`src/design/fss_pkg.sv`:
```
`timescale 1ns / 1ps
`default_nettype none
// ----------------------------------------------------------------------------
// fss_pkg
// Shared types, score constants and character helpers of the fuzzy
// subsequence scorer.
// ----------------------------------------------------------------------------
package fss_pkg;

   // character and result widths
   localparam int CHAR_W  = 16;
   localparam int SCORE_W = 12;
   localparam int COST_W  = 4;

   // item command codes
   typedef enum logic [1:0] {
      CMD_CLEAR  = 2'd0,
      CMD_APPEND = 2'd1,
      CMD_CHAR   = 2'd2
   } cmd_type;

   // score weights
   localparam int MATCH_PTS  = 12;
   localparam int ADJ_PTS    = 18;
   localparam int SEP_PTS    = 14;
   localparam int GAP_MAX    = 12;
   localparam int LEAD_MAX   = 30;
   localparam int EXACT_PTS  = 220;
   localparam int PREFIX_PTS = 110;
   localparam int SUBSTR_PTS = 65;
   localparam int SCORE_MAX  = 2047;
   localparam int SCORE_MIN  = -1024;

   // result queue sizing: slack covers the items still in the pipeline
   localparam int RSP_DEPTH = 4;
   localparam int RSP_AW    = 2;
   localparam int RSP_CW    = 3;
   localparam int RSP_SLACK = 3;

   // ascii characters that count as word separators, and the case-folding constants
   localparam logic [CHAR_W-1:0] CH_SLASH = 16'h002F;
   localparam logic [CHAR_W-1:0] CH_UNDER = 16'h005F;
   localparam logic [CHAR_W-1:0] CH_DASH  = 16'h002D;
   localparam logic [CHAR_W-1:0] CH_DOT   = 16'h002E;
   localparam logic [CHAR_W-1:0] CH_SPACE = 16'h0020;
   localparam logic [CHAR_W-1:0] CH_UP_A  = 16'h0041;
   localparam logic [CHAR_W-1:0] CH_UP_Z  = 16'h005A;
   localparam logic [CHAR_W-1:0] CH_CASE  = 16'h0020;

   // completion bonus kinds
   typedef enum logic [1:0] {
      BONUS_NONE   = 2'd0,
      BONUS_SUBSTR = 2'd1,
      BONUS_PREFIX = 2'd2,
      BONUS_EXACT  = 2'd3
   } bonus_type;

   // per-item control into every cell
   typedef struct packed {
      logic restart;
      logic append;
      logic step;
      logic last;
   } cell_ctrl_type;

   // per-item status out of one cell
   typedef struct packed {
      logic match;
      logic prefix_fail;
      logic hit;
   } cell_stat_type;

   // flags handed from the cell row to the scoring stage
   typedef struct packed {
      logic restart;
      logic step;
      logic last;
      logic sep;
      logic match;
      logic prefix_fail;
      logic hit;
   } s1_flags_type;

   // one result item, score in the low bits
   typedef struct packed {
      logic                 matched;
      logic [SCORE_W-1:0]   score;
   } rsp_type;

   // ascii-only case folding
   function automatic logic [CHAR_W-1:0] fold_char(input logic [CHAR_W-1:0] c);
      logic [CHAR_W-1:0] r;
      r = c;
      if (c >= CH_UP_A && c <= CH_UP_Z) begin
         r = c + CH_CASE;
      end
      return r;
   endfunction

   function automatic logic is_sep(input logic [CHAR_W-1:0] c);
      return (c == CH_SLASH) || (c == CH_UNDER) || (c == CH_DASH) ||
             (c == CH_DOT) || (c == CH_SPACE);
   endfunction

endpackage

`default_nettype wire

```
`src/design/fss_cell.sv`:
```
`timescale 1ns / 1ps
`default_nettype none
// ----------------------------------------------------------------------------
// fss_cell
// One query position: holds its query character, the greedy match token
// and the shift-and window bit, and passes both on to the next cell.
// ----------------------------------------------------------------------------
module fss_cell import fss_pkg::*; #(
   parameter int IDX = 0,
   parameter int QW  = 6,
   parameter int PW  = 10
) (
   input  logic                clock,
   input  logic                reset,
   input  cell_ctrl_type       ctrl,
   input  logic [CHAR_W-1:0]   char_in,
   input  logic [QW-1:0]       qlen,
   input  logic [PW-1:0]       pos,
   input  logic                token_in,
   input  logic                window_in,
   output logic                token_out,
   output logic                token_state,
   output logic                window_out,
   output cell_stat_type       stat
);

   logic [CHAR_W-1:0] q_ff;
   logic              t_ff, t_in;
   logic              w_ff, w_in;
   logic              active, tail, write_here, at_pos, eq, match, w_next;

   // position decode against this cell's index
   assign active     = 32'(qlen) > IDX;
   assign tail       = 32'(qlen) == IDX + 1;
   assign write_here = 32'(qlen) == IDX;
   assign at_pos     = 32'(pos) == IDX;
   assign eq         = char_in == q_ff;

   // greedy match and shift-and window update
   assign match  = ctrl.step & t_ff & eq & active;
   assign w_next = window_in & eq & active;

   assign token_out   = match;
   assign token_state = t_ff;
   assign window_out  = w_ff;

   assign stat.match       = match;
   assign stat.prefix_fail = ctrl.step & at_pos & active & ~eq;
   assign stat.hit         = ctrl.step & w_next & tail;

   // next token and window
   always_comb begin
      t_in = t_ff;
      w_in = w_ff;
      priority if (ctrl.restart || (ctrl.step && ctrl.last)) begin
         t_in = (IDX == 0);
         w_in = 1'b0;
      end else if (ctrl.step) begin
         t_in = (t_ff & ~match) | token_in;
         w_in = w_next;
      end
   end

   always_ff @(posedge clock) begin
      if (reset) begin
         t_ff <= (IDX == 0);
         w_ff <= 1'b0;
      end else begin
         t_ff <= t_in;
         w_ff <= w_in;
      end
   end

   // query character store
   always_ff @(posedge clock) begin
      if (ctrl.append && write_here) begin
         q_ff <= char_in;
      end
   end

endmodule

`default_nettype wire

```
`src/design/fss_score.sv`:
```
`timescale 1ns / 1ps
`default_nettype none
// ----------------------------------------------------------------------------
// fss_score
// Running score of one candidate: match bonuses and gap costs per item,
// then the end-of-candidate penalties, completion bonus and saturation.
// ----------------------------------------------------------------------------
module fss_score import fss_pkg::*; #(
   parameter int MAX_QUERY = 32,
   parameter int MAX_TEXT  = 1024
) (
   input  logic                           clock,
   input  logic                           reset,
   input  s1_flags_type                   flags,
   input  logic [$clog2(MAX_TEXT)-1:0]    pos,
   input  logic [$clog2(MAX_TEXT+1)-1:0]  len,
   input  logic [$clog2(MAX_QUERY+1)-1:0] qlen,
   output logic                           res_valid,
   output rsp_type                        res
);

   localparam int QW  = $clog2(MAX_QUERY + 1);
   localparam int PW  = $clog2(MAX_TEXT);
   localparam int PW1 = PW + 1;
   localparam int TW  = $clog2(MAX_TEXT + 1);
   localparam int RW  = QW + 7;
   localparam int CW  = (TW > QW) ? TW : QW;
   localparam int M1  = (RW > TW) ? RW : TW;
   localparam int SW  = ((M1 > SCORE_W) ? M1 : SCORE_W) + 2;

   logic [QW-1:0]        mcount_ff, mcount_in, mcount_upd;
   logic [PW-1:0]        prev_ff, prev_in, prev_upd;
   logic [PW-1:0]        first_ff, first_in, first_upd;
   logic signed [RW-1:0] run_ff, run_in, run_upd;
   logic                 psep_ff, psep_in;
   logic                 pfx_ff, pfx_in, pfx_upd;
   logic                 seen_ff, seen_in, seen_upd;

   logic                 f_valid_ff, f_valid_in;
   logic signed [RW-1:0] f_run_ff;
   logic [PW-1:0]        f_first_ff;
   logic [TW-1:0]        f_len_ff;
   bonus_type            f_bonus_ff, f_bonus_in;
   logic                 f_empty_ff, f_fail_ff;

   logic                 first_hit, adj, sep_hit;
   logic [PW-1:0]        gap;
   logic [COST_W-1:0]    cost;
   logic signed [RW-1:0] delta;

   // per-match score pieces
   assign first_hit = mcount_ff == '0;
   assign gap       = pos - prev_ff - PW'(1);
   assign sep_hit   = (pos == '0) || psep_ff;

   always_comb begin
      if (first_hit) begin
         adj  = pos == '0;
         cost = '0;
      end else begin
         adj  = PW1'(pos) == PW1'(prev_ff) + PW1'(1);
         cost = '0;
         if (pos > prev_ff) begin
            cost = (gap < PW'(GAP_MAX)) ? gap[COST_W-1:0] : COST_W'(GAP_MAX);
         end
      end
   end

   assign delta = RW'(MATCH_PTS) + (adj ? RW'(ADJ_PTS) : RW'(0)) +
                  (sep_hit ? RW'(SEP_PTS) : RW'(0)) - RW'(cost);

   // candidate state after this item
   always_comb begin
      mcount_upd = mcount_ff;
      prev_upd   = prev_ff;
      first_upd  = first_ff;
      run_upd    = run_ff;
      if (flags.match) begin
         mcount_upd = mcount_ff + QW'(1);
         prev_upd   = pos;
         run_upd    = run_ff + delta;
         if (first_hit) begin
            first_upd = pos;
         end
      end
      pfx_upd  = pfx_ff & ~flags.prefix_fail;
      seen_upd = seen_ff | flags.hit;
   end

   // completion bonus of a finished candidate
   always_comb begin
      priority if (pfx_upd && (CW'(len) == CW'(qlen))) begin
         f_bonus_in = BONUS_EXACT;
      end else if (pfx_upd && (CW'(len) >= CW'(qlen))) begin
         f_bonus_in = BONUS_PREFIX;
      end else if (seen_upd) begin
         f_bonus_in = BONUS_SUBSTR;
      end else begin
         f_bonus_in = BONUS_NONE;
      end
   end

   // state select: restart, step, or hold
   always_comb begin
      mcount_in  = mcount_ff;
      prev_in    = prev_ff;
      first_in   = first_ff;
      run_in     = run_ff;
      psep_in    = psep_ff;
      pfx_in     = pfx_ff;
      seen_in    = seen_ff;
      f_valid_in = 1'b0;
      priority if (flags.restart || (flags.step && flags.last)) begin
         mcount_in  = '0;
         prev_in    = '0;
         first_in   = '0;
         run_in     = '0;
         psep_in    = 1'b0;
         pfx_in     = 1'b1;
         seen_in    = 1'b0;
         f_valid_in = flags.step;
      end else if (flags.step) begin
         mcount_in = mcount_upd;
         prev_in   = prev_upd;
         first_in  = first_upd;
         run_in    = run_upd;
         psep_in   = flags.sep;
         pfx_in    = pfx_upd;
         seen_in   = seen_upd;
      end
   end

   always_ff @(posedge clock) begin
      if (reset) begin
         mcount_ff  <= '0;
         prev_ff    <= '0;
         first_ff   <= '0;
         run_ff     <= '0;
         psep_ff    <= 1'b0;
         pfx_ff     <= 1'b1;
         seen_ff    <= 1'b0;
         f_valid_ff <= 1'b0;
      end else begin
         mcount_ff  <= mcount_in;
         prev_ff    <= prev_in;
         first_ff   <= first_in;
         run_ff     <= run_in;
         psep_ff    <= psep_in;
         pfx_ff     <= pfx_in;
         seen_ff    <= seen_in;
         f_valid_ff <= f_valid_in;
      end
   end

   // finished candidate record
   always_ff @(posedge clock) begin
      if (f_valid_in) begin
         f_run_ff   <= run_upd;
         f_first_ff <= first_upd;
         f_len_ff   <= len;
         f_bonus_ff <= f_bonus_in;
         f_empty_ff <= qlen == '0;
         f_fail_ff  <= mcount_upd < qlen;
      end
   end

   // final penalties, bonus and saturation
   logic signed [SW-1:0] first_s, lead_s, len8_s, bonus_s, sum_s;
   logic [SCORE_W-1:0]   sat;

   assign first_s = signed'(SW'(f_first_ff));
   assign lead_s  = (first_s < SW'(LEAD_MAX)) ? first_s : SW'(LEAD_MAX);
   assign len8_s  = signed'(SW'(f_len_ff >> 3));

   always_comb begin
      unique case (f_bonus_ff)
         BONUS_EXACT:  bonus_s = SW'(EXACT_PTS);
         BONUS_PREFIX: bonus_s = SW'(PREFIX_PTS);
         BONUS_SUBSTR: bonus_s = SW'(SUBSTR_PTS);
         default:      bonus_s = '0;
      endcase
   end

   assign sum_s = SW'(f_run_ff) - lead_s - len8_s + bonus_s;

   always_comb begin
      priority if (sum_s > SW'(SCORE_MAX)) begin
         sat = SCORE_W'(SCORE_MAX);
      end else if (sum_s < SW'(SCORE_MIN)) begin
         sat = SCORE_W'(SCORE_MIN);
      end else begin
         sat = sum_s[SCORE_W-1:0];
      end
   end

   // result item
   always_comb begin
      priority if (f_empty_ff) begin
         res.score   = '0;
         res.matched = 1'b1;
      end else if (f_fail_ff) begin
         res.score   = '1;
         res.matched = 1'b0;
      end else begin
         res.score   = sat;
         res.matched = 1'b1;
      end
   end

   assign res_valid = f_valid_ff;

endmodule

`default_nettype wire

```
`src/design/fss_rsp_fifo.sv`:
```
`timescale 1ns / 1ps
`default_nettype none
// ----------------------------------------------------------------------------
// fss_rsp_fifo
// Small result queue between the scoring pipeline and the result channel;
// reports room while it can still absorb every item in flight.
// ----------------------------------------------------------------------------
module fss_rsp_fifo import fss_pkg::*; (
   input  logic    clock,
   input  logic    reset,
   input  logic    wr_valid,
   input  rsp_type wr_data,
   output logic    rd_valid,
   input  logic    rd_ready,
   output rsp_type rd_data,
   output logic    has_room
);

   rsp_type           mem_ff [RSP_DEPTH];
   logic [RSP_AW-1:0] wr_ptr_ff, wr_ptr_in, rd_ptr_ff, rd_ptr_in;
   logic [RSP_CW-1:0] count_ff, count_in;
   logic              pop;

   assign rd_valid = count_ff != '0;
   assign rd_data  = mem_ff[rd_ptr_ff];
   assign has_room = count_ff <= RSP_CW'(RSP_DEPTH - RSP_SLACK);
   assign pop      = rd_valid & rd_ready;

   // pointer and count update
   always_comb begin
      wr_ptr_in = wr_valid ? wr_ptr_ff + RSP_AW'(1) : wr_ptr_ff;
      rd_ptr_in = pop ? rd_ptr_ff + RSP_AW'(1) : rd_ptr_ff;
      count_in  = count_ff + RSP_CW'(wr_valid) - RSP_CW'(pop);
   end

   always_ff @(posedge clock) begin
      if (reset) begin
         wr_ptr_ff <= '0;
         rd_ptr_ff <= '0;
         count_ff  <= '0;
      end else begin
         wr_ptr_ff <= wr_ptr_in;
         rd_ptr_ff <= rd_ptr_in;
         count_ff  <= count_in;
      end
   end

   // storage
   always_ff @(posedge clock) begin
      if (wr_valid) begin
         mem_ff[wr_ptr_ff] <= wr_data;
      end
   end

endmodule

`default_nettype wire

```
`src/design/fuzzy_subsequence_scorer_unit.sv`:
```
`timescale 1ns / 1ps
`default_nettype none
// ----------------------------------------------------------------------------
// fuzzy_subsequence_scorer_unit
// Fuzzy subsequence scorer: query load, greedy in-order match scoring and
// shift-and substring detection over a streamed candidate.
// ----------------------------------------------------------------------------
// Takes one item per clock while req_tready is high: each item makes a single
// pass through a row of MAX_QUERY cells, one per query character, and the
// match token and shift-and window move one cell per item. A candidate's
// score reaches the result channel after its last character passes s1_ff,
// f_valid_ff and the four-entry result queue; req_tready drops only while
// two or more results sit there untaken. Clear and append items restart the
// candidate being scored and give no result; command code 3 is ignored.
// ----------------------------------------------------------------------------
module fuzzy_subsequence_scorer_unit import fss_pkg::*; #(
   parameter int MAX_QUERY = 32,
   parameter int MAX_TEXT  = 1024
) (
   input  logic        clock,
   input  logic        reset,
   // request item
   input  logic        req_tvalid,
   output logic        req_tready,
   input  logic [23:0] req_tdata,  // command [1:0], char_code [17:2], zero [23:18]
   input  logic        req_tlast,  // last character of a candidate
   // result item
   output logic        rsp_tvalid,
   input  logic        rsp_tready,
   output logic [15:0] rsp_tdata   // score [11:0] signed, matched [12], zero [15:13]
);

   localparam int QW = $clog2(MAX_QUERY + 1);
   localparam int PW = $clog2(MAX_TEXT);
   localparam int TW = $clog2(MAX_TEXT + 1);

   logic              acc, is_clear, is_append, is_step;
   logic [1:0]        cmd;
   logic [CHAR_W-1:0] ch;
   cell_ctrl_type     ctrl;

   logic [QW-1:0]     qlen_ff, qlen_in;
   logic [TW-1:0]     tp_ff, tp_in, tp_inc;
   logic [PW-1:0]     pos;

   s1_flags_type      s1_ff, s1_in;
   logic [PW-1:0]     s1_pos_ff;
   logic [TW-1:0]     s1_len_ff;
   logic [QW-1:0]     s1_qlen_ff;

   logic [MAX_QUERY-1:0] match_vec, tok_vec, win_vec, pf_vec, hit_vec;
   cell_stat_type        stat_arr [MAX_QUERY];

   logic    res_valid;
   rsp_type res, rd_data;

   // item decode
   assign acc       = req_tvalid & req_tready;
   assign cmd       = req_tdata[1:0];
   assign ch        = fold_char(req_tdata[17:2]);
   assign is_clear  = acc && (cmd == CMD_CLEAR);
   assign is_append = acc && (cmd == CMD_APPEND);
   assign is_step   = acc && (cmd == CMD_CHAR);

   assign ctrl.restart = is_clear | is_append;
   assign ctrl.append  = is_append;
   assign ctrl.step    = is_step;
   assign ctrl.last    = req_tlast;

   // text position, saturating
   assign pos    = (tp_ff < TW'(MAX_TEXT - 1)) ? tp_ff[PW-1:0] : PW'(MAX_TEXT - 1);
   assign tp_inc = (tp_ff < TW'(MAX_TEXT)) ? tp_ff + TW'(1) : tp_ff;

   always_comb begin
      qlen_in = qlen_ff;
      tp_in   = tp_ff;
      priority if (is_clear) begin
         qlen_in = '0;
         tp_in   = '0;
      end else if (is_append) begin
         if (qlen_ff < QW'(MAX_QUERY)) begin
            qlen_in = qlen_ff + QW'(1);
         end
         tp_in = '0;
      end else if (is_step) begin
         tp_in = req_tlast ? '0 : tp_inc;
      end
   end

   always_ff @(posedge clock) begin
      if (reset) begin
         qlen_ff <= '0;
         tp_ff   <= '0;
      end else begin
         qlen_ff <= qlen_in;
         tp_ff   <= tp_in;
      end
   end

   // row of query cells
   for (genvar i = 0; i < MAX_QUERY; i++) begin : g_cell
      logic tok_from, win_from;
      if (i == 0) begin : g_head
         assign tok_from = 1'b0;
         assign win_from = 1'b1;
      end else begin : g_body
         assign tok_from = match_vec[i-1];
         assign win_from = win_vec[i-1];
      end
      fss_cell #(
         .IDX (i),
         .QW  (QW),
         .PW  (PW)
      ) u_cell (
         .clock       (clock),
         .reset       (reset),
         .ctrl        (ctrl),
         .char_in     (ch),
         .qlen        (qlen_ff),
         .pos         (pos),
         .token_in    (tok_from),
         .window_in   (win_from),
         .token_out   (match_vec[i]),
         .token_state (tok_vec[i]),
         .window_out  (win_vec[i]),
         .stat        (stat_arr[i])
      );
   end

   // gather cell status
   always_comb begin
      for (int k = 0; k < MAX_QUERY; k++) begin
         pf_vec[k]  = stat_arr[k].prefix_fail;
         hit_vec[k] = stat_arr[k].hit;
      end
   end

   assign s1_in.restart     = ctrl.restart;
   assign s1_in.step        = is_step;
   assign s1_in.last        = req_tlast;
   assign s1_in.sep         = is_sep(ch);
   assign s1_in.match       = |match_vec;
   assign s1_in.prefix_fail = |pf_vec;
   assign s1_in.hit         = |hit_vec;

   // cell row to scoring register
   always_ff @(posedge clock) begin
      if (reset) begin
         s1_ff <= '0;
      end else begin
         s1_ff <= s1_in;
      end
   end

   always_ff @(posedge clock) begin
      s1_pos_ff  <= pos;
      s1_len_ff  <= tp_inc;
      s1_qlen_ff <= qlen_ff;
   end

   fss_score #(
      .MAX_QUERY (MAX_QUERY),
      .MAX_TEXT  (MAX_TEXT)
   ) u_score (
      .clock     (clock),
      .reset     (reset),
      .flags     (s1_ff),
      .pos       (s1_pos_ff),
      .len       (s1_len_ff),
      .qlen      (s1_qlen_ff),
      .res_valid (res_valid),
      .res       (res)
   );

   fss_rsp_fifo u_rsp_fifo (
      .clock    (clock),
      .reset    (reset),
      .wr_valid (res_valid),
      .wr_data  (res),
      .rd_valid (rsp_tvalid),
      .rd_ready (rsp_tready),
      .rd_data  (rd_data),
      .has_room (req_tready)
   );

   assign rsp_tdata = {3'b000, rd_data};

   // at most one cell holds the greedy match token
   a_token_onehot: assert property (@(posedge clock) disable iff (reset)
      $onehot0(tok_vec))
      else $error("more than one match token in the cell row");

   // no window bit beyond the loaded query
   a_window_range: assert property (@(posedge clock) disable iff (reset)
      (win_vec >> qlen_ff) == '0)
      else $error("shift-and window bit set past the query length");

   // query length never exceeds the row
   a_qlen_range: assert property (@(posedge clock) disable iff (reset)
      qlen_ff <= QW'(MAX_QUERY))
      else $error("query length beyond the cell row");

   // a last character yields a result item on the result channel
   a_result_arrives: assert property (@(posedge clock) disable iff (reset)
      (is_step && req_tlast) |-> ##3 rsp_tvalid)
      else $error("result item missing after last character");

endmodule

`default_nettype wire

```
`config.mk`:
```
export PLATFORM = sky130hd
export DESIGN_NAME = fuzzy_subsequence_scorer_unit
export DESIGN_NICKNAME = d
export VERILOG_FILES = /design/src/design/fss_pkg.sv /design/src/design/fss_cell.sv /design/src/design/fss_score.sv /design/src/design/fss_rsp_fifo.sv /design/src/design/fuzzy_subsequence_scorer_unit.sv
export SDC_FILE = /design/constraint.sdc
export NUM_CORES = 1
export LEC_CHECK = 0
export ABC_AREA = 0
export ABC_CLOCK_PERIOD_IN_PS = 7020
export BUFFER_PORTS_ARGS = -buffer_cell sky130_fd_sc_hd__buf_2
export CAP_MARGIN = 20
export CORE_ASPECT_RATIO = 1.5
export CORE_MARGIN = 3
export CORE_UTILIZATION = 60
export CTS_CLUSTER_SIZE = 10
export DETAILED_ROUTE_END_ITERATION = 10
export PLACE_DENSITY_LB_ADDON = 0.12
export SLEW_MARGIN = 20
export SYNTH_ARGS = -nofsm -noshare
export SYNTH_HDL_FRONTEND = slang
export SYNTH_SLANG_ARGS = --single-unit
```
`constraint.sdc`:
```
create_clock -name clock -period 7.02 [get_ports clock]
set_clock_uncertainty 0.2 [all_clocks]
set_input_delay 0.351 -clock clock [delete_from_list [all_inputs] [get_ports clock]]
set_output_delay 0.351 -clock clock [all_outputs]
set_load 0.02 [all_outputs]
```
==> summary.txt, run 1 <==
Placed design
  – Dpl hpwl: ~74,000 um
  – Port Buffer Count: 37
  – Final RePlAce weighted congestion: just over 1
  – Placement Setup Slack: 0.327 ns
  – Instance count after placement with tap cells included: 3,919
  – Placed instance area: between 30,000 and 40,000 um2

Critical path
  – Data arrival time of the critical path: 6.78 ns
  – Required time of the critical path: 7.21 ns
  – Critical Path Max Stage Delay: 0.50 ns
  – Capturing element type of the critical path: flop
  – Kind of critical path: flop to flop
  – Count of cell instances traversed by the critical path: 28
  – Family with the most delay on the worst path: compound AO/OA/AOI/OAI gates
  – Number of cells on the worst reg-to-reg path: 28
  – Worst path bufs/invs: 5
  – Critical Path Start Type: flop
  – Crit-path slowest cell: fa_1
  – CP Max Fanout: 6

Yosys
  – Simple-gate portion of the synthesized area: between 10% and 20%
  – Number of warning messages in the yosys log: 0
  – Main flop type after synthesis: edfxtp_1
  – Main combinational cell family by area after synthesis: simple AND/OR/NAND/NOR gates
  – Share of cell area taken by muxes after synthesis: between 1.5 and 2%
  – Compound-gate portion of the synthesized area: 9.76%
  – Share of the yosys chip area belonging to registers: 57.1%
  – Adder and majority cell fraction of the synthesized area: between 3 and 4%
  – Cell count after synthesis: 3,168
  – Proportion of synthesized flip-flops having asynchronous set or reset: 0%
  – Number of distinct library cells after synthesis: 94
  – Flop and latch count out of synthesis: 765
  – Number of flops mapped to enable cells by yosys: between 500 and 600
  – Post-Synthesis Mean Instance Area: 11.8 um2
  – Netlist Area Pre-Place: between 30,000 and 40,000 um2
  – Fraction of synthesized cell area in xor and xnor cells: approximately an eighth

Finish
  – Total number of nets in the final design: ~3,400
  – Commonest non-fill, non-tap cells in the layout: edfxtp_1, xnor2_1, nand2_1
  – Share of the core filled with cells: 67.0%
  – Final instance area: 41,100 um2
  – Commonest non-fill, non-tap cell in the layout: edfxtp_1
  – Fraction of layout instances using a drive strength above 1: 9.39%
  – Reg area: 21,300 um2
  – Number of fill cells: between 4,000 and 5,000
  – Area of the multi-input gates: 14,900 um2
  – Post-synthesis to final-layout area growth: 10.1%
  – Filler-free cell count of the finished design: 4,061

Job
  – Max-cap viol count: 0

STA
  – Clock period minus worst slack: roughly 6.6 ns
  – Hold violation total from the final report: 0
  – Post-layout worst setup margin: 0.429 ns
  – Slew Viols, Final: 0
  – Max Clk Rate: about 150 MHz
  – Share of the clock period used by the worst path after layout: 93.9%
  – Final count of negative-setup-slack endpoints: 0
  – Unrepaired setup endpoints after global routing: false
  – Measured slew at the worst slew-check pin: 1.14 ns
  – Relative max-transition margin: between 20% and 30%
  – Total Neg Setup Slack: 0 ns

Route
  – Final wirelength: 106,000 um
  – Detail-routed via count per cell: roughly 6.3
  – Remaining antenna violation count after routing: 0
  – Average wire length per cell after detail routing: about 26 um
  – Total via count in the routed design: between 20,000 and 30,000
  – DR iter-0 viols: 2,199
  – First drt pass iteration count: 8
  – DRC: 0

Global route
  – Initial antenna violation count: 3
  – Met1 demand-to-capacity share in global routing: 36.6%
  – Met3 capacity usage during global routing: 5.37%
  – Busiest layer in global routing: met2
  – Total Routing Usage GR: 32.3%
  – Pin count of the biggest net entering global routing: 65
  – Met2 usage: 56.6%
  – Wire length of the first global-routing pass: around 160,000 um
  – Number of global-route vias before repair: 26,200
  – Overflow left after global routing: 0

Pwr
  – Share of power burned in registers: between 40 and 50%
  – Combinational power share: 10.2%
  – PwrDens: 243 nW/um2
  – Net load switching power: 0.00240 W
  – Largest vdd supply drop: approximately 0.00028 V
  – Leakage power summed over all cells: 13.7 nW
  – Share of power burned in the clock network: roughly 40%
  – Net switching fraction of the power: 24.0%
  – Cell internal pwr: 0.00757 W

Floorplanning
  – Die Footprint: 65,300 um2
  – Die span in x: 210 um
  – Row Count: 111
  – Initial Utilization: between 60 and 70%
  – Number of top-level pins: 47
  – Area of the core: roughly 61,000 um2
  – Die height: 311 um

Outcome
  – Run status: finished clean

Clocking
  – CTS clk-pin slew, worst paths: approximately 0.050 ns
  – H-tree levels: 3
  – CTS tree: done
  – Insertion delay to the later sink of the worst-skew pair: 0.64 ns
  – Total clock buffers created by CTS: between 80 and 90
  – CTS root buffer: clkbuf_16
  – CTS max path bufs: 3
  – Number of clock sinks seen by CTS: 765

Worst hold path
  – Class of the most critical hold timing path: primary input to flop
  – Worst hold stages: 1
routing by layer:
metal | routed length (um) | vias up
li1 | - | 11600
met1 | 37700 | 12700
met4 | 7240 | 2
met3 | 6920 | 355
met2 | 54000 | 1073
met5 | 13 | -
Yosys cell counts, drive strengths merged, types with 16 or more instances:
master     n  area, um2
edfxtp   599      18000
xnor2    287       2510
nand2    228        863
xor2     226       1980
nor2     207        777
a21oi    166        838
dfxtp    166       3320
inv      126        473
o21ai     90        454
ha        85       1060
buf       84        463
clkbuf    83        312
nor4      78        518
nand4     77        488
nor3      65        345
nand2b    57        357
nand3     57        285
o2111ai   27        236
a22oi     26        195
and2      25        156
nor2b     25        156
o22ai     23        144
a31oi     22        153
a2111oi   21        199
a211oi    18        140
a21o      18        135
mux2i     18        180
or3       18        113
fa        16        320
power groups by stage:
stage,registers [W],clock network [W],logic (W)
CTS,0.00498,0.00404,0.00101
global route,0.00498,0.00422,0.00109
floorplan,0.00504,0,0.000703
detailed placement,0.00507,0,0.000999
global placement,0.00507,0,0.000974
finish,0.00498,0.00398,0.00101
registers in the layout, summed over array words and instances, names as in the netlist, 10 cells and up, named ones only:
name / count
g_cell.u_cell.q_ff: 512
g_cell.u_cell.token_state: 32
tp_ff: 11
s1_len_ff: 11
g_cell.u_cell.window_out: 31
u_score.run_ff: 13
u_score.f_first_ff: 10
u_rsp_fifo.mem_ff: 52
s1_pos_ff: 10
u_score.f_run_ff: 13
u_score.first_ff: 10
u_score.prev_ff: 10
kinds of logic after synthesis:
logic type / count (synthesis)
and+or+nand+nor: 912
DFF: 765
AOI/OAI and AO/OA: 539
xor gates and xnor gates: 513
buffers and inverters: 293
adders and majority gates: 101
muxes: 43
other: 2
final cells by class:
| class | count | share of cell area, % |
|---|---|---|
| tap | 791 | 2.41 |
| timing repair buffer | 136 | 2.51 |
| antenna | 2 | 0.0122 |
| multi-input combinational | 2116 | 36.2 |
| inverter | 126 | 1.15 |
| clock inverter | 5 | 0.134 |
| sequential | 765 | 51.8 |
| clock buffer | 120 | 5.73 |
worst paths after layout:
check                                                                 end                                      start  slack (ns)
worst max-delay path                       u_score.f_run_ff[12]$_DFFE_PP_            u_score.prev_ff[2]$_SDFFE_PP0P_        0.43
worst min-delay path                   g_cell[6].u_cell.q_ff[0]$_DFFE_PP_                               req_tdata[2]        0.03
worst max register to register             u_score.f_run_ff[12]$_DFFE_PP_            u_score.prev_ff[2]$_SDFFE_PP0P_        0.43
worst min register to register  g_cell[18].u_cell.window_out$_SDFFE_PP0P_  g_cell[18].u_cell.window_out$_SDFFE_PP0P_        0.25
through the flow:
stage	power, W	hold slack, ns
after CTS	0.0100	0.000585
after global routing	0.0103	0.0182
final	0.00997	0.0267
after floorplan	0.00574	0.129
after detailed placement	0.00607	0.250
after global placement	0.00604	0.245
worst register-to-register path, delay by kind of cell, from the launching register on:
kind,cells,cell delay [ns]
AND/OR/NAND/NOR,5,0.88
adder cells (fa/ha/maj),5,1.77
buffers and inverters,5,0.43
AO/OA/AOI/OAI,11,2.28
XOR/XNOR,2,0.36
flip-flops,1,0.42
what timing repair did:
item,4_1_cts,5_1_grt
endpoints found under the hold margin,66,0
hold buffers,14,0
gates resized for setup,0,3
setup buffers,0,0
setup endpoints to repair,0,3
No activity file was read; power rests on OpenSTA's default activity.
==> run 2: changes to the inputs <==
--- a/config.mk
+++ b/config.mk
@@ -7,13 +7,13 @@
 export LEC_CHECK = 0
 export ABC_AREA = 0
 export ABC_CLOCK_PERIOD_IN_PS = 7020
-export BUFFER_PORTS_ARGS = -buffer_cell sky130_fd_sc_hd__buf_2
 export CAP_MARGIN = 20
 export CORE_ASPECT_RATIO = 1.5
 export CORE_MARGIN = 3
 export CORE_UTILIZATION = 60
 export CTS_CLUSTER_SIZE = 10
 export DETAILED_ROUTE_END_ITERATION = 10
+export DONT_BUFFER_PORTS = 1
 export PLACE_DENSITY_LB_ADDON = 0.12
 export SLEW_MARGIN = 20
 export SYNTH_ARGS = -nofsm -noshare
==> run 2 against run 1 <==
Effect of this change: cell count shrank 1.1%; sequential power is essentially flat; first-iteration DRC count up 10%; clock power about the same; combinational power down 11%; non-clock buffer count fell by 44; largest power group unchanged; highest routed layer is now met4.
==> summary.txt, run 2 (same netlist as run 1, synthesis figures left out) <==
STA
  – Hold violation total from the final report: 0
  – Relative max-transition margin: 23.1%
  – Unrepaired setup endpoints after global routing: false
  – Clock period minus worst slack: 6.52 ns
  – Worst hold margin: ~0.04 ns
  – Share of the clock period used by the worst path after layout: 92.8%
  – Final count of negative-setup-slack endpoints: 0
  – Total Neg Setup Slack: 0 ns
  – Slew Viols, Final: 0
  – Measured slew at the worst slew-check pin: between 1 and 1.5 ns
  – Max Clk Rate: 153 MHz

Finish
  – Commonest non-fill, non-tap cell in the layout: edfxtp_1
  – Post-synthesis to final-layout area growth: 9.82%
  – Max FFs per register: 512
  – Commonest non-fill, non-tap cells in the layout: edfxtp_1, xnor2_1, nand2_1
  – Area of the multi-input gates: 14,900 um2
  – Number of fill cells: 4,490
  – Top reg by flops: g_cell.u_cell.q_ff
  – Reg area: 21,300 um2
  – Final instance area: 41,000 um2
  – Share of the core filled with cells: 66.8%
  – Fraction of layout instances using a drive strength above 1: under 10%
  – Total number of nets in the final design: 3,317

Floorplanning
  – Die Footprint: 65,300 um2
  – Initial Utilization: 60.8%
  – Die height: 311 um
  – Number of top-level pins: 47
  – Area of the core: 61,400 um2
  – Row Count: 111
  – Die span in x: 210 um

Global route
  – Busiest layer in global routing: met2
  – Met3 capacity usage during global routing: between 6 and 7%
  – Initial antenna violation count: 1
  – Met1 demand-to-capacity share in global routing: 38.6%
  – Total Routing Usage GR: 34.5%
  – Overflow left after global routing: 0
  – Met2 usage: about three fifths
  – Number of global-route vias before repair: between 20,000 and 30,000
  – Wire length of the first global-routing pass: 167,000 um
  – Pin count of the biggest net entering global routing: 56

Placed design
  – Placed instance area: 38,100 um2
  – Dpl hpwl: ~70,000 um
  – Port Buffer Count: 0
  – Final RePlAce weighted congestion: 1.02

Route
  – First drt pass iteration count: 6
  – Detail-routed via count per cell: 6.52
  – Average wire length per cell after detail routing: 28.2 um
  – DR iter-0 viols: about 2,400
  – DRC: 0
  – Total via count in the routed design: around 26,000
  – Remaining antenna violation count after routing: 0
  – Final wirelength: 113,000 um

Job
  – Max-cap viol count: 0

Critical path
  – Required time of the critical path: 7.24 ns
  – Data arrival time of the critical path: about 6.7 ns
  – Kind of critical path: flop to flop
  – Library cell appearing most often on the critical path: inv_1
  – CP Max Fanout: 5
  – Critical Path Start Type: flop
  – Crit-path slowest cell: fa_1
  – Capturing element type of the critical path: flop
  – Critical Path Max Stage Delay: 0.49 ns

Clocking
  – Insertion delay to the later sink of the worst-skew pair: approximately 0.66 ns
  – CTS root buffer: clkbuf_16
  – CTS clk-pin slew, worst paths: approximately 0.06 ns
  – CTS max path bufs: 3
  – Number of buffers added for setup after CTS: 0
  – Number of clock sinks seen by CTS: between 700 and 800
  – Total clock buffers created by CTS: 86
  – CTS tree: done
  – H-tree levels: 3

Pwr
  – Largest vdd supply drop: 0.000252 V
  – Leakage power summed over all cells: 13.5 nW
  – PwrDens: 241 nW/um2

Worst hold path
  – Class of the most critical hold timing path: primary input to flop

Outcome
  – Run status: finished clean
==> run 2: changes by cell type in the layout (fill, tap and decap cells not counted), moves of 2 or more <==
cell,previous run,this run
clkbuf_16,89,87
inv_16,0,2
buf_2,24,0
buf_4,95,59
buf_16,0,3
buf_12,3,10
dlygate4sd3_1,14,19
==> run 2: through the flow <==
| stage | std cells | power [W] | setup WS [ns] |
|---|---|---|---|
| 2_1_floorplan | 3174 | 0.00574 | 1.03 |
| 3_3_place_gp | 3856 | 0.00584 | 0.391 |
| 3_5_place_dp | 3856 | 0.00587 | 0.306 |
| 4_1_cts | 4011 | 0.00993 | 0.287 |
| 5_1_grt | 4015 | 0.0101 | 0.0566 |
| 6_report | 4015 | 0.00988 | 0.503 |
==> run 2: routing by layer <==
metal / share of wire (%) / vias up
met5: 0 / -
met4: 7.4 / 0
met3: 7.9 / 393
met2: 51 / 1346
met1: 34 / 12900
li1: - / 11500
==> run 2: area by class of cell <==
type / instances / share of cell area (%)
well taps: 791 / 2.41
inverters: 126 / 1.15
repair buffers: 92 / 2.26
multi-input cells: 2116 / 36.3
clock buffers: 117 / 5.61
clock inverters: 6 / 0.220
diodes: 2 / 0.0122
flip-flops and latches: 765 / 52.0
==> run 2: worst max-delay path, delay by kind of cell (launching register included) <==
family	cells	cell delay (ns)
AOI/OAI and AO/OA	11	2.26
xor gates and xnor gates	2	0.32
adders and majority gates	6	1.83
buffers and inverters	6	0.51
DFF	1	0.39
and+or+nand+nor	5	0.76
==> run 2: worst paths after layout <==
path | cells after the start | end | start | slack (ns)
worst max-delay path | 30 | u_score.f_run_ff[12]$_DFFE_PP_ | u_score.prev_ff[0]$_SDFFE_PP0P_ | 0.50
worst min-delay path | 3 | s1_ff[3]$_SDFF_PP0_ | req_tdata[16] | 0.04
worst max register to register | 30 | u_score.f_run_ff[12]$_DFFE_PP_ | u_score.prev_ff[0]$_SDFFE_PP0P_ | 0.50
worst min register to register | 2 | g_cell[17].u_cell.window_out$_SDFFE_PP0P_ | g_cell[17].u_cell.window_out$_SDFFE_PP0P_ | 0.26
==> run 2: repair_timing <==
action	CTS	global route
hold endpoints to repair	462	0
setup endpoints to repair	0	2
gates resized for setup	0	3
hold buffers	32	0
==> run 2: report_power, final <==
| group | internal, W | switching, W | total [W] |
|---|---|---|---|
| sequential | 0.00492 | 0.0000528 | 0.00498 |
| combinational | 0.000331 | 0.000572 | 0.000903 |
| clock | 0.00226 | 0.00174 | 0.00400 |
| total | 0.00752 | 0.00236 | 0.00988 |
